**src/rtl/msfw_pkg.sv**
```systemverilog
// ----------------------------------------------------------------------------
// msfw_pkg
// Shared types and constants for the monochrome span fill writer.
// ----------------------------------------------------------------------------
`default_nettype none

package msfw_pkg;

    localparam int X_W      = 7;
    localparam int ROW_W    = 10;
    localparam int THICK_W  = 3;
    localparam int COLOUR_W = 8;
    localparam int ADDR_W   = 32;
    localparam int PITCH_W  = 8;
    localparam int STRIDE_W = 6;
    localparam int COL_W    = X_W - 3;
    localparam int PROD_W   = ROW_W + STRIDE_W;
    localparam int CFG_IDX_W  = 1;
    localparam int CFG_DATA_W = 32;

    localparam logic [THICK_W-1:0]  MAX_THICKNESS = 3'd4;
    localparam logic [PITCH_W-1:0]  PITCH_RESET   = 8'd128;
    localparam logic [ADDR_W-1:0]   BASE_RESET    = 32'd0;
    localparam logic [COLOUR_W-1:0] COLOUR_CLEAR  = 8'd0;
    localparam logic [COLOUR_W-1:0] COLOUR_SET    = 8'd1;
    localparam logic [7:0]          BYTE_ONES     = 8'hff;
    localparam logic [7:0]          BYTE_ZEROS    = 8'h00;

    localparam logic [CFG_IDX_W-1:0] REG_FRAME_BASE   = 1'b0;
    localparam logic [CFG_IDX_W-1:0] REG_PITCH_PIXELS = 1'b1;

    typedef enum logic [1:0] {
        ST_IDLE,
        ST_MUL,
        ST_BASE,
        ST_EMIT
    } t_state;

    typedef struct packed {
        logic load;
        logic mul;
        logic base;
        logic emit;
    } t_cmd;

    typedef struct packed {
        logic cmd_ok;
        logic out_free;
        logic span_end;
    } t_stat;

endpackage

`default_nettype wire

```
**src/rtl/msfw_ctrl.sv**
```systemverilog
// ----------------------------------------------------------------------------
// msfw_ctrl
// Sequencer for one fill command: address setup, then one write per cycle while the output is free.
// ----------------------------------------------------------------------------
`default_nettype none

module msfw_ctrl (
    input  wire logic           i_clk,
    input  wire logic           i_rst_n,
    input  wire logic           i_in_valid,
    input  msfw_pkg::t_stat     i_stat,
    output msfw_pkg::t_cmd      o_cmd,
    output logic                o_in_stall
);

    msfw_pkg::t_state r_state;
    msfw_pkg::t_state n_state;

    always_ff @(posedge i_clk) begin
        if (!i_rst_n) begin
            r_state <= msfw_pkg::ST_IDLE;
        end else begin
            r_state <= n_state;
        end
    end

    always_comb begin
        n_state = r_state;
        case (r_state)
            msfw_pkg::ST_IDLE: begin
                if (i_in_valid && i_stat.cmd_ok) begin
                    n_state = msfw_pkg::ST_MUL;
                end
            end
            msfw_pkg::ST_MUL: begin
                n_state = msfw_pkg::ST_BASE;
            end
            msfw_pkg::ST_BASE: begin
                n_state = msfw_pkg::ST_EMIT;
            end
            msfw_pkg::ST_EMIT: begin
                if (i_stat.out_free && i_stat.span_end) begin
                    n_state = msfw_pkg::ST_IDLE;
                end
            end
            default: begin
                n_state = msfw_pkg::ST_IDLE;
            end
        endcase
    end

    always_comb begin
        o_cmd      = '0;
        o_in_stall = 1'b1;
        case (r_state)
            msfw_pkg::ST_IDLE: begin
                o_in_stall = 1'b0;
                o_cmd.load = i_in_valid && i_stat.cmd_ok;
            end
            msfw_pkg::ST_MUL: begin
                o_cmd.mul = 1'b1;
            end
            msfw_pkg::ST_BASE: begin
                o_cmd.base = 1'b1;
            end
            msfw_pkg::ST_EMIT: begin
                o_cmd.emit = i_stat.out_free;
            end
            default: begin
                o_in_stall = 1'b1;
            end
        endcase
    end

endmodule

`default_nettype wire

```
**src/rtl/msfw_datapath.sv**
```systemverilog
// ----------------------------------------------------------------------------
// msfw_datapath
// Configuration registers, command latch, row address and byte column
// counters, mask generation and the output register.
// ----------------------------------------------------------------------------
`default_nettype none

module msfw_datapath (
    input  wire logic                                 i_clk,
    input  wire logic                                 i_rst_n,
    input  wire logic                                 i_cfg_write,
    input  wire logic [msfw_pkg::CFG_IDX_W-1:0]       i_cfg_index,
    input  wire logic [msfw_pkg::CFG_DATA_W-1:0]      i_cfg_data,
    input  wire logic [msfw_pkg::X_W-1:0]             i_first_x,
    input  wire logic [msfw_pkg::X_W-1:0]             i_last_x,
    input  wire logic [msfw_pkg::ROW_W-1:0]           i_top_row,
    input  wire logic [msfw_pkg::THICK_W-1:0]         i_thickness,
    input  wire logic [msfw_pkg::COLOUR_W-1:0]        i_colour,
    input  msfw_pkg::t_cmd                            i_cmd,
    output msfw_pkg::t_stat                           o_stat,
    input  wire logic                                 i_out_stall,
    output logic                                      o_out_valid,
    output logic [msfw_pkg::ADDR_W-1:0]               o_byte_address,
    output logic [7:0]                                o_bit_mask,
    output logic [7:0]                                o_byte_value,
    output logic                                      o_last_write
);

    logic [msfw_pkg::ADDR_W-1:0]   r_frame_base;
    logic [msfw_pkg::PITCH_W-1:0]  r_pitch;
    logic [msfw_pkg::X_W-1:0]      r_fx;
    logic [msfw_pkg::X_W-1:0]      r_lx;
    logic [msfw_pkg::ROW_W-1:0]    r_top;
    logic [msfw_pkg::THICK_W-1:0]  r_rows;
    logic [7:0]                    r_value;
    logic [msfw_pkg::PROD_W-1:0]   r_prod;
    logic [msfw_pkg::ADDR_W-1:0]   r_row_addr;
    logic [msfw_pkg::COL_W-1:0]    r_col;
    logic [msfw_pkg::THICK_W-1:0]  r_row_cnt;
    logic                          r_out_valid;
    logic [msfw_pkg::ADDR_W-1:0]   r_out_addr;
    logic [7:0]                    r_out_mask;
    logic [7:0]                    r_out_value;
    logic                          r_out_last;

    logic [msfw_pkg::PITCH_W:0]    pitch_sum;
    logic [msfw_pkg::STRIDE_W-1:0] stride;
    logic [msfw_pkg::THICK_W-1:0]  rows_sat;
    logic [msfw_pkg::COL_W-1:0]    first_col;
    logic [msfw_pkg::COL_W-1:0]    last_col;
    logic                          col_last;
    logic                          row_last;
    logic [2:0]                    lo_bit;
    logic [2:0]                    hi_bit;
    logic [7:0]                    mask;
    logic                          n_out_valid;

    assign pitch_sum = {1'b0, r_pitch} + 9'd7;
    assign stride    = pitch_sum[msfw_pkg::PITCH_W:3];
    assign rows_sat  = (i_thickness > msfw_pkg::MAX_THICKNESS) ? msfw_pkg::MAX_THICKNESS
                                                               : i_thickness;
    assign first_col = r_fx[msfw_pkg::X_W-1:3];
    assign last_col  = r_lx[msfw_pkg::X_W-1:3];
    assign col_last  = (r_col == last_col);
    assign row_last  = (r_row_cnt == 3'(r_rows - 3'd1));
    assign lo_bit    = (r_col == first_col) ? r_fx[2:0] : 3'd0;
    assign hi_bit    = col_last ? r_lx[2:0] : 3'd7;
    assign mask      = (msfw_pkg::BYTE_ONES >> lo_bit)
                     & (msfw_pkg::BYTE_ONES << (3'd7 - hi_bit));

    assign o_stat.cmd_ok   = (i_colour == msfw_pkg::COLOUR_CLEAR
                              || i_colour == msfw_pkg::COLOUR_SET)
                           && (i_last_x >= i_first_x)
                           && (i_thickness != 3'd0);
    assign o_stat.out_free = !r_out_valid || !i_out_stall;
    assign o_stat.span_end = col_last && row_last;

    always_comb begin
        n_out_valid = r_out_valid;
        if (i_cmd.emit) begin
            n_out_valid = 1'b1;
        end else if (!i_out_stall) begin
            n_out_valid = 1'b0;
        end
    end

    always_ff @(posedge i_clk) begin
        if (!i_rst_n) begin
            r_frame_base <= msfw_pkg::BASE_RESET;
            r_pitch      <= msfw_pkg::PITCH_RESET;
            r_out_valid  <= 1'b0;
        end else begin
            r_out_valid <= n_out_valid;
            if (i_cfg_write) begin
                case (i_cfg_index)
                    msfw_pkg::REG_FRAME_BASE: begin
                        r_frame_base <= i_cfg_data;
                    end
                    msfw_pkg::REG_PITCH_PIXELS: begin
                        r_pitch <= i_cfg_data[msfw_pkg::PITCH_W-1:0];
                    end
                    default: begin
                        r_pitch <= r_pitch;
                    end
                endcase
            end
        end
    end

    always_ff @(posedge i_clk) begin
        if (i_cmd.load) begin
            r_fx    <= i_first_x;
            r_lx    <= i_last_x;
            r_top   <= i_top_row;
            r_rows  <= rows_sat;
            r_value <= (i_colour == msfw_pkg::COLOUR_SET) ? msfw_pkg::BYTE_ONES
                                                          : msfw_pkg::BYTE_ZEROS;
        end
        if (i_cmd.mul) begin
            r_prod    <= r_top * stride;
            r_col     <= first_col;
            r_row_cnt <= 3'd0;
        end
        if (i_cmd.base) begin
            r_row_addr <= r_frame_base + 32'(r_prod);
        end
        if (i_cmd.emit) begin
            r_out_addr  <= r_row_addr + 32'(r_col);
            r_out_mask  <= mask;
            r_out_value <= r_value;
            r_out_last  <= col_last && row_last;
            if (col_last) begin
                r_col      <= first_col;
                r_row_addr <= r_row_addr + 32'(stride);
                r_row_cnt  <= r_row_cnt + 3'd1;
            end else begin
                r_col <= r_col + 4'd1;
            end
        end
    end

    assign o_out_valid    = r_out_valid;
    assign o_byte_address = r_out_addr;
    assign o_bit_mask     = r_out_mask;
    assign o_byte_value   = r_out_value;
    assign o_last_write   = r_out_last;

endmodule

`default_nettype wire

```
**src/rtl/mono_span_fill_writer_unit.sv**
```systemverilog
// ----------------------------------------------------------------------------
// mono_span_fill_writer_unit
// Turns one horizontal span fill command into masked byte writes for a
// 1-bit-per-pixel framebuffer.
//
//   Channel   Direction  Handshake                Payload
//   cmd in    input      i_in_valid / o_in_stall  first_x, last_x, top_row,
//                                                 thickness, colour
//   write out output     o_out_valid / i_out_stall byte_address, bit_mask,
//                                                 byte_value, last_write
//   config    input      i_cfg_valid / o_cfg_ready index, data
//
// A command that writes nothing is taken and dropped.
// Any other command computes the first row address (one multiply, then one
// add) and then makes one write per cycle while the output is not stalled,
// one for each byte of each row.
// Output stalls hold the output register and pause the write sequencer.
// Reset is synchronous and active low; configuration returns to base 0 and
// pitch 128.
// ----------------------------------------------------------------------------
`default_nettype none

module mono_span_fill_writer_unit (
    input  wire logic                                 i_clk,
    input  wire logic                                 i_rst_n,
    input  wire logic                                 i_cfg_valid,
    output logic                                      o_cfg_ready,
    input  wire logic [msfw_pkg::CFG_IDX_W-1:0]       i_cfg_index,
    input  wire logic [msfw_pkg::CFG_DATA_W-1:0]      i_cfg_data,
    input  wire logic                                 i_in_valid,
    output logic                                      o_in_stall,
    input  wire logic [msfw_pkg::X_W-1:0]             i_first_x,
    input  wire logic [msfw_pkg::X_W-1:0]             i_last_x,
    input  wire logic [msfw_pkg::ROW_W-1:0]           i_top_row,
    input  wire logic [msfw_pkg::THICK_W-1:0]         i_thickness,
    input  wire logic [msfw_pkg::COLOUR_W-1:0]        i_colour,
    output logic                                      o_out_valid,
    input  wire logic                                 i_out_stall,
    output logic [msfw_pkg::ADDR_W-1:0]               o_byte_address,
    output logic [7:0]                                o_bit_mask,
    output logic [7:0]                                o_byte_value,
    output logic                                      o_last_write
);

    msfw_pkg::t_cmd  s_cmd;
    msfw_pkg::t_stat s_stat;

    assign o_cfg_ready = 1'b1;

    msfw_ctrl u_ctrl (
        .i_clk      (i_clk),
        .i_rst_n    (i_rst_n),
        .i_in_valid (i_in_valid),
        .i_stat     (s_stat),
        .o_cmd      (s_cmd),
        .o_in_stall (o_in_stall)
    );

    msfw_datapath u_datapath (
        .i_clk          (i_clk),
        .i_rst_n        (i_rst_n),
        .i_cfg_write    (i_cfg_valid && o_cfg_ready),
        .i_cfg_index    (i_cfg_index),
        .i_cfg_data     (i_cfg_data),
        .i_first_x      (i_first_x),
        .i_last_x       (i_last_x),
        .i_top_row      (i_top_row),
        .i_thickness    (i_thickness),
        .i_colour       (i_colour),
        .i_cmd          (s_cmd),
        .o_stat         (s_stat),
        .i_out_stall    (i_out_stall),
        .o_out_valid    (o_out_valid),
        .o_byte_address (o_byte_address),
        .o_bit_mask     (o_bit_mask),
        .o_byte_value   (o_byte_value),
        .o_last_write   (o_last_write)
    );

    a_busy_after_load: assert property (@(posedge i_clk) disable iff (!i_rst_n)
        (i_in_valid && !o_in_stall && s_stat.cmd_ok) |=> o_in_stall)
        else $error("command accepted but sequencer did not go busy");

    a_more_writes_pending: assert property (@(posedge i_clk) disable iff (!i_rst_n)
        (o_out_valid && !o_last_write) |-> o_in_stall)
        else $error("new command taken while a span is still being written");

    a_mask_nonzero: assert property (@(posedge i_clk) disable iff (!i_rst_n)
        o_out_valid |-> (o_bit_mask != 8'd0))
        else $error("write presented with an empty bit mask");

endmodule

`default_nettype wire
```
**config.mk**
```make
export PLATFORM = sky130hd
export DESIGN_NAME = mono_span_fill_writer_unit
export DESIGN_NICKNAME = d
export VERILOG_FILES = /design/src/rtl/msfw_pkg.sv /design/src/rtl/msfw_ctrl.sv /design/src/rtl/msfw_datapath.sv /design/src/rtl/mono_span_fill_writer_unit.sv
export SDC_FILE = /design/constraint.sdc
export NUM_CORES = 1
export LEC_CHECK = 0
export ABC_AREA = 1
export BUFFER_PORTS_ARGS = -buffer_cell sky130_fd_sc_hd__buf_2
export CAP_MARGIN = 15
export CORE_UTILIZATION = 38
export CTS_CLUSTER_DIAMETER = 120
export DETAILED_ROUTE_END_ITERATION = 7
export PLACE_DENSITY_LB_ADDON = 0.15
export RECOVER_POWER = 50
export SETUP_SLACK_MARGIN = 0.2
export SLEW_MARGIN = 20
export SYNTH_ARGS = -nofsm -noshare
export SYNTH_HDL_FRONTEND = slang
export SYNTH_HIERARCHICAL = 1
export SYNTH_SLANG_ARGS = --single-unit
```
**constraint.sdc**
```tcl
create_clock -name i_clk -period 7 [get_ports i_clk]
set_input_delay 1.05 -clock i_clk [delete_from_list [all_inputs] [get_ports i_clk]]
set_output_delay 1.05 -clock i_clk [all_outputs]
set_load 0.1 [all_outputs]
```
==> metrics.yaml, run 1 <==
status:
  status: "complete, but fails checks"
  failed_checks: "capacitance limit, slew limit"
timing:
  fin_skew_ps: 13.9
  relSlewSlack: -0.560
  report.final.slew_viol_count: 88
  fmax_ghz: 0.208
  min_period_ps: 4800
  worst_slew_pin_slew_ps: 2340
  rsz0062_at_grt: "no"
  period_share: 0.686
  finalSetupTns_ps: 0
  finalSetupViolations: 0
  fin_hold_ws_ps: 430
  final-hold-violation-count: 0
clock_network:
  ctsResizeCount: 0
  h-tree-depth: 4
  holdBufCountCts: 0
  ctsLongestPathBuffers: 2
  clk_pin_slew_worst_paths_ps: 70
  cts_root_buf: "clkbuf_16"
  numCtsBuffers: 17
  cts_setup_buffers: 0
  cts_tree: "built"
  cts.sinks: 168
  clk_latency_ps: 440
logic_synthesis:
  synth_edf_count: 90
  synth_fp_nets: 1675
  synth_top_area_share: 0.234
  synth_top_family_by_area: "simple AND/OR/NAND/NOR gates"
  synth_simple_gate_area_share: 0.259
  synth_mux_area_frac: 0
  synth-xor-area-share: 0.0515
  netlist_area_mm2: 0.0116
  synth-compound-area-share: 0.0932
  yosys-top-cells-area: "edfxtp_1, dfxtp_1, nand2_1"
  syn_inst: 1502
  synth_common_cells: "nand2_1, inv_1, nor2_1, o21ai_0, edfxtp_1"
  ys_async_sr_fraction: 0
  ys.flop_type: "edfxtp_1"
  synth.most_common_cell: "nand2_1"
  yosysUniqueCellTypes: 50
  ys_seq_elements: 168
  synth_area_leader_cell: "edfxtp_1"
  avgSynthCellArea_um2: 7.70
  seq_area_frac_synth: 0.369
  synthAdderAreaFrac: 0.132
  ys_warn_count: 6
setup_path:
  critPathKind: "primary input to flip-flop"
  rrSetupSlack_ps: 2360
  critPathRequiredTime_ps: 7350
  timing.rr.end: "u_datapath/r_prod[13]$_DFFE_PP_"
  crit_slowest_cell: "clkbuf_1"
  rr_startpoint: "u_datapath/r_pitch[0]$_SDFFE_PN0P_"
  cp-end-kind: "flip-flop"
  crit_cells: 11
  cp_top_family: "buffers and inverters"
  crit_fanout: 43
  r2r_cells: 22
  arrival_ps: 5150
  crit_chain: "buf_2 > nand2_1 > nand2_1 > clkinv_1 > clkbuf_1 > inv_1 > nor2_4 > inv_2 > a21oi_1 > o21ai_0 > o21ai_0"
  start_kind: "primary input"
  worst-path-buf-inv: 5
  max_stage_delay_ps: 1640
global_routing:
  first_global_vias: 9281
  grt-ovfl-total: 0
  grt_use_total: 0.193
  antenna_found_initial: 0
  grt_pass1_wl_um: 46900
  grt_max_degree: 52
floorplan:
  die_w_um: 176
  start_util: 0.388
  rows: 63
  core_mm2: 0.0298
  die_h_um: 176
  num_io_pins: 125
  dieArea_mm2: 0.0311
routing:
  wl_met3_um: 1330
  drt-initial-drc-count: 557
  wl_um: 29100
  met2_length_um: 13400
  vias: 9743
  drc: 0
  met1_length_um: 14000
  dr.pass1.iters: 5
  wl_per_cell_um: 14.4
  via_per_inst: 4.83
  top_layer: "met4"
  ant_nets: 0
min_path:
  worstHoldEndpoint: "u_datapath/o_byte_value[6]$_DFFE_PP_"
  min_path_cells: 0
  min_path_type: "flip-flop to flip-flop"
  hp-start: "u_datapath/r_value[6]$_DFFE_PP_"
place:
  placed_area_mm2: 0.0125
  port_buffers: 123
  gp_congestion: 0.898
  dp_hpwl_um: 23100
  dp_cells: 1987
cells_and_area:
  final_cells: 2019
  area.growth.synth_to_final_pct: 12.4
  nNetsFinal: 1789
  antenna_cells: 0
  layout-drive-gt1-share: 0.0988
  finish.instance_area_mm2: 0.0130
pwr:
  cellLeakagePower_uw: 0.00599
  ir_drop_v: 0.000157
  power_density_mw_per_mm2: 294
job:
  max-cap-violations: 2
==> cell usage in the layout, fill, tap and decap left out, types with 7 or more instances in the layout <==
cell,instances
a31oi_1,7
xnor2_1,9
nand3_1,81
nand4_1,16
ha_1,64
fa_1,36
dfxtp_1,78
clkbuf_1,49
o21ai_0,91
xor2_1,59
buf_2,76
nor3_1,24
nand2_2,14
clkbuf_16,17
inv_1,235
nor2_1,206
a21oi_1,70
edfxtp_1,90
nand2_1,319
==> report_power, final <==
part           internal (uW)  leakage [uW]  switching [uW]  total [uW]
Sequential              1260       0.00146             182        1440
Combinational            443       0.00425             992        1440
Clock                    479      0.000283             461         940
Total                   2180       0.00599            1630        3820
==> kinds of logic (layout without fill, tap and decap cells) <==
logic type | Yosys count | in the layout
adders and majority gates | 100 | 100
DFF | 168 | 168
xor gates and xnor gates | 68 | 68
other | 1 | 1
buffers and inverters | 276 | 403
AOI/OAI and AO/OA | 197 | 197
and+or+nand+nor | 692 | 692
==> area by class of cell <==
class	count	area, um^2
timing repair buffer	127	583
multi-input combinational	1058	6170
clock buffer	18	429
sequential	168	4260
tap	390	488
clock inverter	14	156
inverter	244	916
fill	3131	16800
==> how the worst max path moves through the flow <==
stage | start | end | slack, ps
detailed placement | u_datapath/r_pitch[0]$_SDFFE_PN0P_ | u_datapath/r_prod[13]$_DFFE_PP_ | 2340
CTS | u_datapath/r_pitch[0]$_SDFFE_PN0P_ | u_datapath/r_prod[13]$_DFFE_PP_ | 2300
floorplan | u_datapath/r_pitch[0]$_SDFFE_PN0P_ | u_datapath/r_prod[13]$_DFFE_PP_ | 2750
global route | i_out_stall | u_datapath/r_row_addr[15]$_DFF_P_ | 1590
global placement | u_datapath/r_pitch[0]$_SDFFE_PN0P_ | u_datapath/r_prod[13]$_DFFE_PP_ | 2450
finish | i_out_stall | u_datapath/r_row_addr[15]$_DFF_P_ | 2200
==> routing by layer <==
metal,vias to the layer above,track usage
li1,5038,-
met1,4491,0.263
met2,186,0.314
met3,28,0.0310
met4,0,0.0521
met5,-,0
==> stage by stage <==
stage | worst slack [ps] | power (uW) | utilization
floorplan | 2750 | 2550 | -
global placement | 2450 | 2900 | 0.420
detailed placement | 2340 | 2910 | 0.420
CTS | 2300 | 3870 | 0.439
global route | 1590 | 4090 | 0.436
finish | 2200 | 3820 | 0.436
==> registers in the layout, indices dropped and copies added, names as in the netlist <==
signal                     flops
u_datapath/r_frame_base       32
u_datapath/o_last_write        1
u_datapath/o_out_valid         1
u_datapath/r_fx                7
u_datapath/r_rows              3
u_datapath/r_value             1
u_ctrl/r_state                 2
u_datapath/r_lx                7
u_datapath/r_prod             16
u_datapath/r_row_addr         32
u_datapath/o_byte_value        1
u_datapath/r_row_cnt           3
u_datapath/o_bit_mask          8
u_datapath/r_pitch             8
u_datapath/r_top              10
u_datapath/o_byte_address     32
u_datapath/r_col               4
(Power assumes the default switching activity.)
==> run 2, diff against run 1 <==
clock period = 4.6 ns   (was 7 ns; I/O delays follow)
==> metrics.yaml, run 2 (synthesis results as in run 1) <==
cells_and_area:
  multiInputGateArea_mm2: 0.00632  # +2.5%
  nNetsFinal: 1802  # +0.73%
  layout-drive-gt1-share: 0.129  # +0.0303
  ff_latch_area_mm2: 0.00427  # about the same
  final_cells: 2032  # +0.64%
  postLayoutCoreUtil: 0.445  # +0.00899
  area.growth.synth_to_final_pct: 14.7
  layout_commonest_cell: "nand2_1"
  layout_common_cells: "nand2_1, inv_1, nor2_1"
  finish.instance_area_mm2: 0.0133  # +2.1%
  antenna_cells: 0  # unchanged
  fillerInstances: 3091  # -1.3%
routing:
  wl_per_cell_um: 14.3  # -1.0%
  wl_um: 29000  # -0.36%
  dr.pass1.iters: 5  # unchanged
  ant_nets: 0  # unchanged
  vias: 9757  # +0.14%
  drt-initial-drc-count: 571  # +2.5%
  drc: 0  # unchanged
  via_per_inst: 4.80  # -0.50%
place:
  dp_cells: 1993  # +0.30%
  gp_congestion: 0.899  # +0.17%
  dp_hpwl_um: 22700  # -1.7%
  placed_area_mm2: 0.0126  # +0.36%
  port_buffers: 123  # unchanged
min_path:
  min_path_cells: 1  # +1
  min_path_type: "primary input to flip-flop"
setup_path:
  crit_slowest_cell: "fa_1"
  cp-end-kind: "flip-flop"
  critPathRequiredTime_ps: 4780  # -2570 ps
  critPathMostFrequentCell: "fa_1"
  start_kind: "flip-flop"
  max_stage_delay_ps: 530  # -1110 ps
  arrival_ps: 4430  # -720 ps
  critPathKind: "flip-flop to flip-flop"
  crit_chain: "nor3_1 > nor2_2 > nand2_2 > nor2_4 > or2_2 > nand2_4 > buf_4 > nor2_1 > fa_1 > fa_1 > fa_1 > ha_1 > nand2_1 > nand2_1 > inv_1 > o21ai_0 > a21oi_1 > o21ai_2 > xor2_1"
  r2r_cells: 19  # -14%
  crit_fanout: 8  # -81%
floorplan:
  dieArea_mm2: 0.0311  # unchanged
  core_mm2: 0.0298  # unchanged
  die_h_um: 176  # unchanged
  die_w_um: 176  # unchanged
  start_util: 0.388  # unchanged
  num_io_pins: 125  # unchanged
  rows: 63  # unchanged
timing:
  report.final.slew_viol_count: 87  # -1.1%
  fin_skew_ps: 12.8  # -1.06 ps
  fmax_ghz: 0.236
  finalSetupViolations: 0  # unchanged
  period_share: 0.923
  worst_slew_pin_slew_ps: 2240  # -103 ps
  relSlewSlack: -0.491  # +0.0690
  finalSetupTns_ps: 0  # unchanged
  min_period_ps: 4250
  rsz0062_at_grt: "no"
  final-hold-violation-count: 0  # unchanged
  fin_hold_ws_ps: 428  # -1.86 ps
global_routing:
  grt_pass1_wl_um: 46300  # -1.3%
  grt_use_total: 0.191  # -0.00204
  grt-ovfl-total: 0  # unchanged
  grt_max_degree: 52  # unchanged
  antenna_found_initial: 0  # unchanged
  first_global_vias: 9063  # -2.3%
clock_network:
  clk_pin_slew_worst_paths_ps: 70  # about the same
  h-tree-depth: 4  # unchanged
  numCtsBuffers: 17  # unchanged
  cts_tree: "built"
  clk_latency_ps: 430  # about the same
  cts.sinks: 168  # unchanged
  ctsLongestPathBuffers: 2  # unchanged
  cts_root_buf: "clkbuf_16"
status:
  failed_checks: "capacitance limit, slew limit"
  status: "complete, but fails checks"
pwr:
  ir_drop_v: 0.000251  # +60%
  power_density_mw_per_mm2: 444  # +51%
  cellLeakagePower_uw: 0.00612  # +2.2%
job:
  max-cap-violations: 3  # +1
-- run 2: cell types whose count changed in the layout (fill, tap and decap cells not counted), sizes merged --
cell	before	now
clkinv	10	11
buf	79	105
clkbuf	66	53
clkinvlp	1	0
-- run 2: worst max-delay path, delay by kind of cell (launching register included) --
family	cells	cell delay (ps)
adders and majority gates	4	1920
and+or+nand+nor	9	1140
AOI/OAI and AO/OA	3	320
DFF	1	310
buffers and inverters	2	180
xor gates and xnor gates	1	140
-- run 2: stage by stage --
| stage | setup WS, ps | total power (uW) |
|---|---|---|
| 2_1_floorplan | 350 | 3880 |
| 3_3_place_gp | 183 | 4400 |
| 3_5_place_dp | 105 | 4430 |
| 4_1_cts | 218 | 5900 |
| 5_1_grt | 96.7 | 6300 |
| 6_report | 354 | 5890 |
-- run 2: repair_timing --
action | in CTS | in global routing
setup endpoints to repair | 3 | 8
hold buffers | 0 | 0
pin swaps | 0 | 14
hold endpoints to repair | 0 | 0
resized for setup | 5 | 27
setup buffers | 0 | 7
-- run 2: worst paths after layout --
check,startpoint,endpoint,slack (ps)
worst max-delay path,u_datapath/r_pitch[2]$_SDFFE_PN0P_,u_datapath/r_prod[14]$_DFFE_PP_,350
worst min-delay path,i_top_row[6],u_datapath/r_top[6]$_DFFE_PP_,430
worst max register to register,u_datapath/r_pitch[2]$_SDFFE_PN0P_,u_datapath/r_prod[14]$_DFFE_PP_,350
worst min register to register,u_datapath/r_value[6]$_DFFE_PP_,u_datapath/o_byte_value[6]$_DFFE_PP_,430
-- run 2: where the power goes --
group          internal [uW]  total, uW  switching, uW
logic                    722       2260           1540
registers               1920       2200            275
clock network            730       1440            708
total                   3370       5890           2520
-- run 2: layout make-up --
| class | instances | area share |
|---|---|---|
| Clock buffer | 18 | 0.0323 |
| Timing Repair Buffer | 140 | 0.0523 |
| Sequential cell | 168 | 0.321 |
| Tap cell | 390 | 0.0368 |
| Clock inverter | 14 | 0.0119 |
| Multi-Input combinational cell | 1058 | 0.476 |
| Inverter | 244 | 0.0690 |
-- run 2: routing by layer --
layer | global-route usage | wire (um)
met5 | 0 | 0
met3 | 0.0273 | 1130
met2 | 0.311 | 13500
met4 | 0.0453 | 358
met1 | 0.265 | 14000
==> run 3, diff against run 2 <==
BUFFER_PORTS_ARGS = -buffer_cell sky130_fd_sc_hd__clkbuf_2   (was -buffer_cell sky130_fd_sc_hd__buf_2)
==> metrics.yaml, run 3 (synthesis results as in run 1) <==
status:
  status: "complete, but fails checks"
  failed_checks: "capacitance limit, slew limit"
setup_path:
  start_kind: "flip-flop"
  rr_startpoint: "u_datapath/r_pitch[2]$_SDFFE_PN0P_"
  crit_fanout: 6  # -2
  critPathKind: "flip-flop to flip-flop"
  arrival_ps: 4470  # +40 ps
  cp-end-kind: "flip-flop"
  startpoint: "u_datapath/r_pitch[2]$_SDFFE_PN0P_"
  critPathRequiredTime_ps: 4780  # about the same
timing:
  fin_skew_ps: 17.5  # +4.67 ps
  relSlewSlack: -0.487  # +0.00405
  fmax_ghz: 0.233  # -0.96%
  finalSetupViolations: 0  # unchanged
  rsz0062_at_grt: "yes"
  worst_slew_pin_slew_ps: 2230  # -6.08 ps
  report.final.slew_viol_count: 72  # -17%
  period_share: 0.932  # +0.00891
  final-hold-violation-count: 0  # unchanged
  finalSetupTns_ps: 0  # unchanged
  min_period_ps: 4290  # +41.0 ps
pwr:
  cellLeakagePower_uw: 0.00616  # +0.59%
  ir_drop_v: 0.000234  # -7.0%
  power_density_mw_per_mm2: 445  # +0.21%
cells_and_area:
  nNetsFinal: 1800  # -0.11%
  area.growth.synth_to_final_pct: 14.9
  layout_commonest_cell: "nand2_1"
  finish.instance_area_mm2: 0.0133  # +0.15%
  final_cells: 2030  # -0.098%
  layout_common_cells: "nand2_1, inv_1, nor2_1"
  antenna_cells: 0  # unchanged
  layout-drive-gt1-share: 0.137  # +0.00747
  fillerInstances: 3065  # -0.84%
global_routing:
  grt_max_degree: 47  # -9.6%
  grt_pass1_wl_um: 46700  # +0.96%
  antenna_found_initial: 0  # unchanged
  first_global_vias: 9252  # +2.1%
  grt-ovfl-total: 0  # unchanged
  grt_use_total: 0.192  # +0.00151
routing:
  ant_nets: 0  # unchanged
  vias: 9728  # -0.30%
  via_per_inst: 4.79  # -0.20%
  drc: 0  # unchanged
  wl_um: 29300  # +1.0%
  drt-initial-drc-count: 497  # -13%
  dr.pass1.iters: 6  # +1
  wl_per_cell_um: 14.4  # +1.1%
place:
  gp_congestion: 0.906  # +0.78%
  placed_area_mm2: 0.0126  # about the same
  port_buffers: 123  # unchanged
  dp_cells: 1994  # +0.050%
  dp_hpwl_um: 22900  # +0.91%
job:
  max-cap-violations: 2  # -1
clock_network:
  cts.sinks: 168  # unchanged
  cts_tree: "built"
  ctsLongestPathBuffers: 2  # unchanged
  cts_root_buf: "clkbuf_16"
  h-tree-depth: 4  # unchanged
  numCtsBuffers: 17  # unchanged
  clk_latency_ps: 440  # about the same
  clk_pin_slew_worst_paths_ps: 70  # about the same
  holdBufCountCts: 0  # unchanged
floorplan:
  rows: 63  # unchanged
  die_h_um: 176  # unchanged
  dieArea_mm2: 0.0311  # unchanged
  num_io_pins: 125  # unchanged
  start_util: 0.388  # unchanged
  die_w_um: 176  # unchanged
  core_mm2: 0.0298  # unchanged
min_path:
  hp-start: "u_datapath/r_value[6]$_DFFE_PP_"
  min_path_type: "flip-flop to flip-flop"
-- run 3: metal layers --
metal | vias up | part of all wire | routed length, um | global-route usage
met5 | - | 0 | 0 | 0
met4 | 0 | 0.011 | 318 | 0.0460
met3 | 20 | 0.033 | 974 | 0.0282
met2 | 163 | 0.47 | 13800 | 0.318
met1 | 4507 | 0.49 | 14200 | 0.263
li1 | 5038 | - | - | -
-- run 3: worst paths after layout --
check / to / slack (ps) / cells after the start
worst max register to register: u_datapath/r_prod[12]$_DFFE_PP_ / 310 / 20
worst max-delay path: u_datapath/r_prod[12]$_DFFE_PP_ / 310 / 20
worst min-delay path: u_datapath/o_byte_value[6]$_DFFE_PP_ / 430 / 0
worst min register to register: u_datapath/o_byte_value[6]$_DFFE_PP_ / 430 / 0
-- run 3: worst max-delay path, cell delays in order (launching register included) --
cell and delay, ps:
dfxtp_1 320, nor3_2 220, nor2_1 110, nand2_2 120, nor2_4 60, or2_2 300, nand2_4 120, buf_4 130
nor2_1 40, fa_1 490, fa_1 570, inv_1 60, fa_1 530, inv_1 60, ha_4 270, a21o_1 190
nand2_1 70, nand3_2 90, nand2_2 100, nand2_1 60, xor2_1 140
-- run 3: what timing repair did --
item	in CTS	in global routing
pin swaps	0	12
gates resized for setup	7	28
buffers inserted	0	4
gates cloned	0	0
setup endpoints to repair	4	8
-- run 3: report_power, final --
group | total [uW] | internal (uW) | switching, uW
Sequential | 2200 | 1920 | 275
Combinational | 2270 | 725 | 1540
Clock | 1450 | 728 | 721
-- run 3: metrics by stage --
step / power (uW) / setup slack [ps] / hold WS (ps) / util
floorplan: 3880 / 350 / 400 / -
global placement: 4410 / 178 / 406 / 0.421
detailed placement: 4430 / 95.1 / 411 / 0.421
CTS: 5910 / 219 / 411 / 0.442
finish: 5910 / 313 / 430 / 0.446
global route: 6330 / 135 / 410 / 0.446
-- run 3: final cells by class --
type / count / area [um^2] / area share
inverters: 244 / 916 / 0.0689
repair buffers: 138 / 691 / 0.0520
well taps: 390 / 488 / 0.0367
clock buffers: 18 / 429 / 0.0323
clock inverters: 14 / 155 / 0.0117
flip-flops and latches: 168 / 4270 / 0.321
multi-input cells: 1058 / 6350 / 0.478
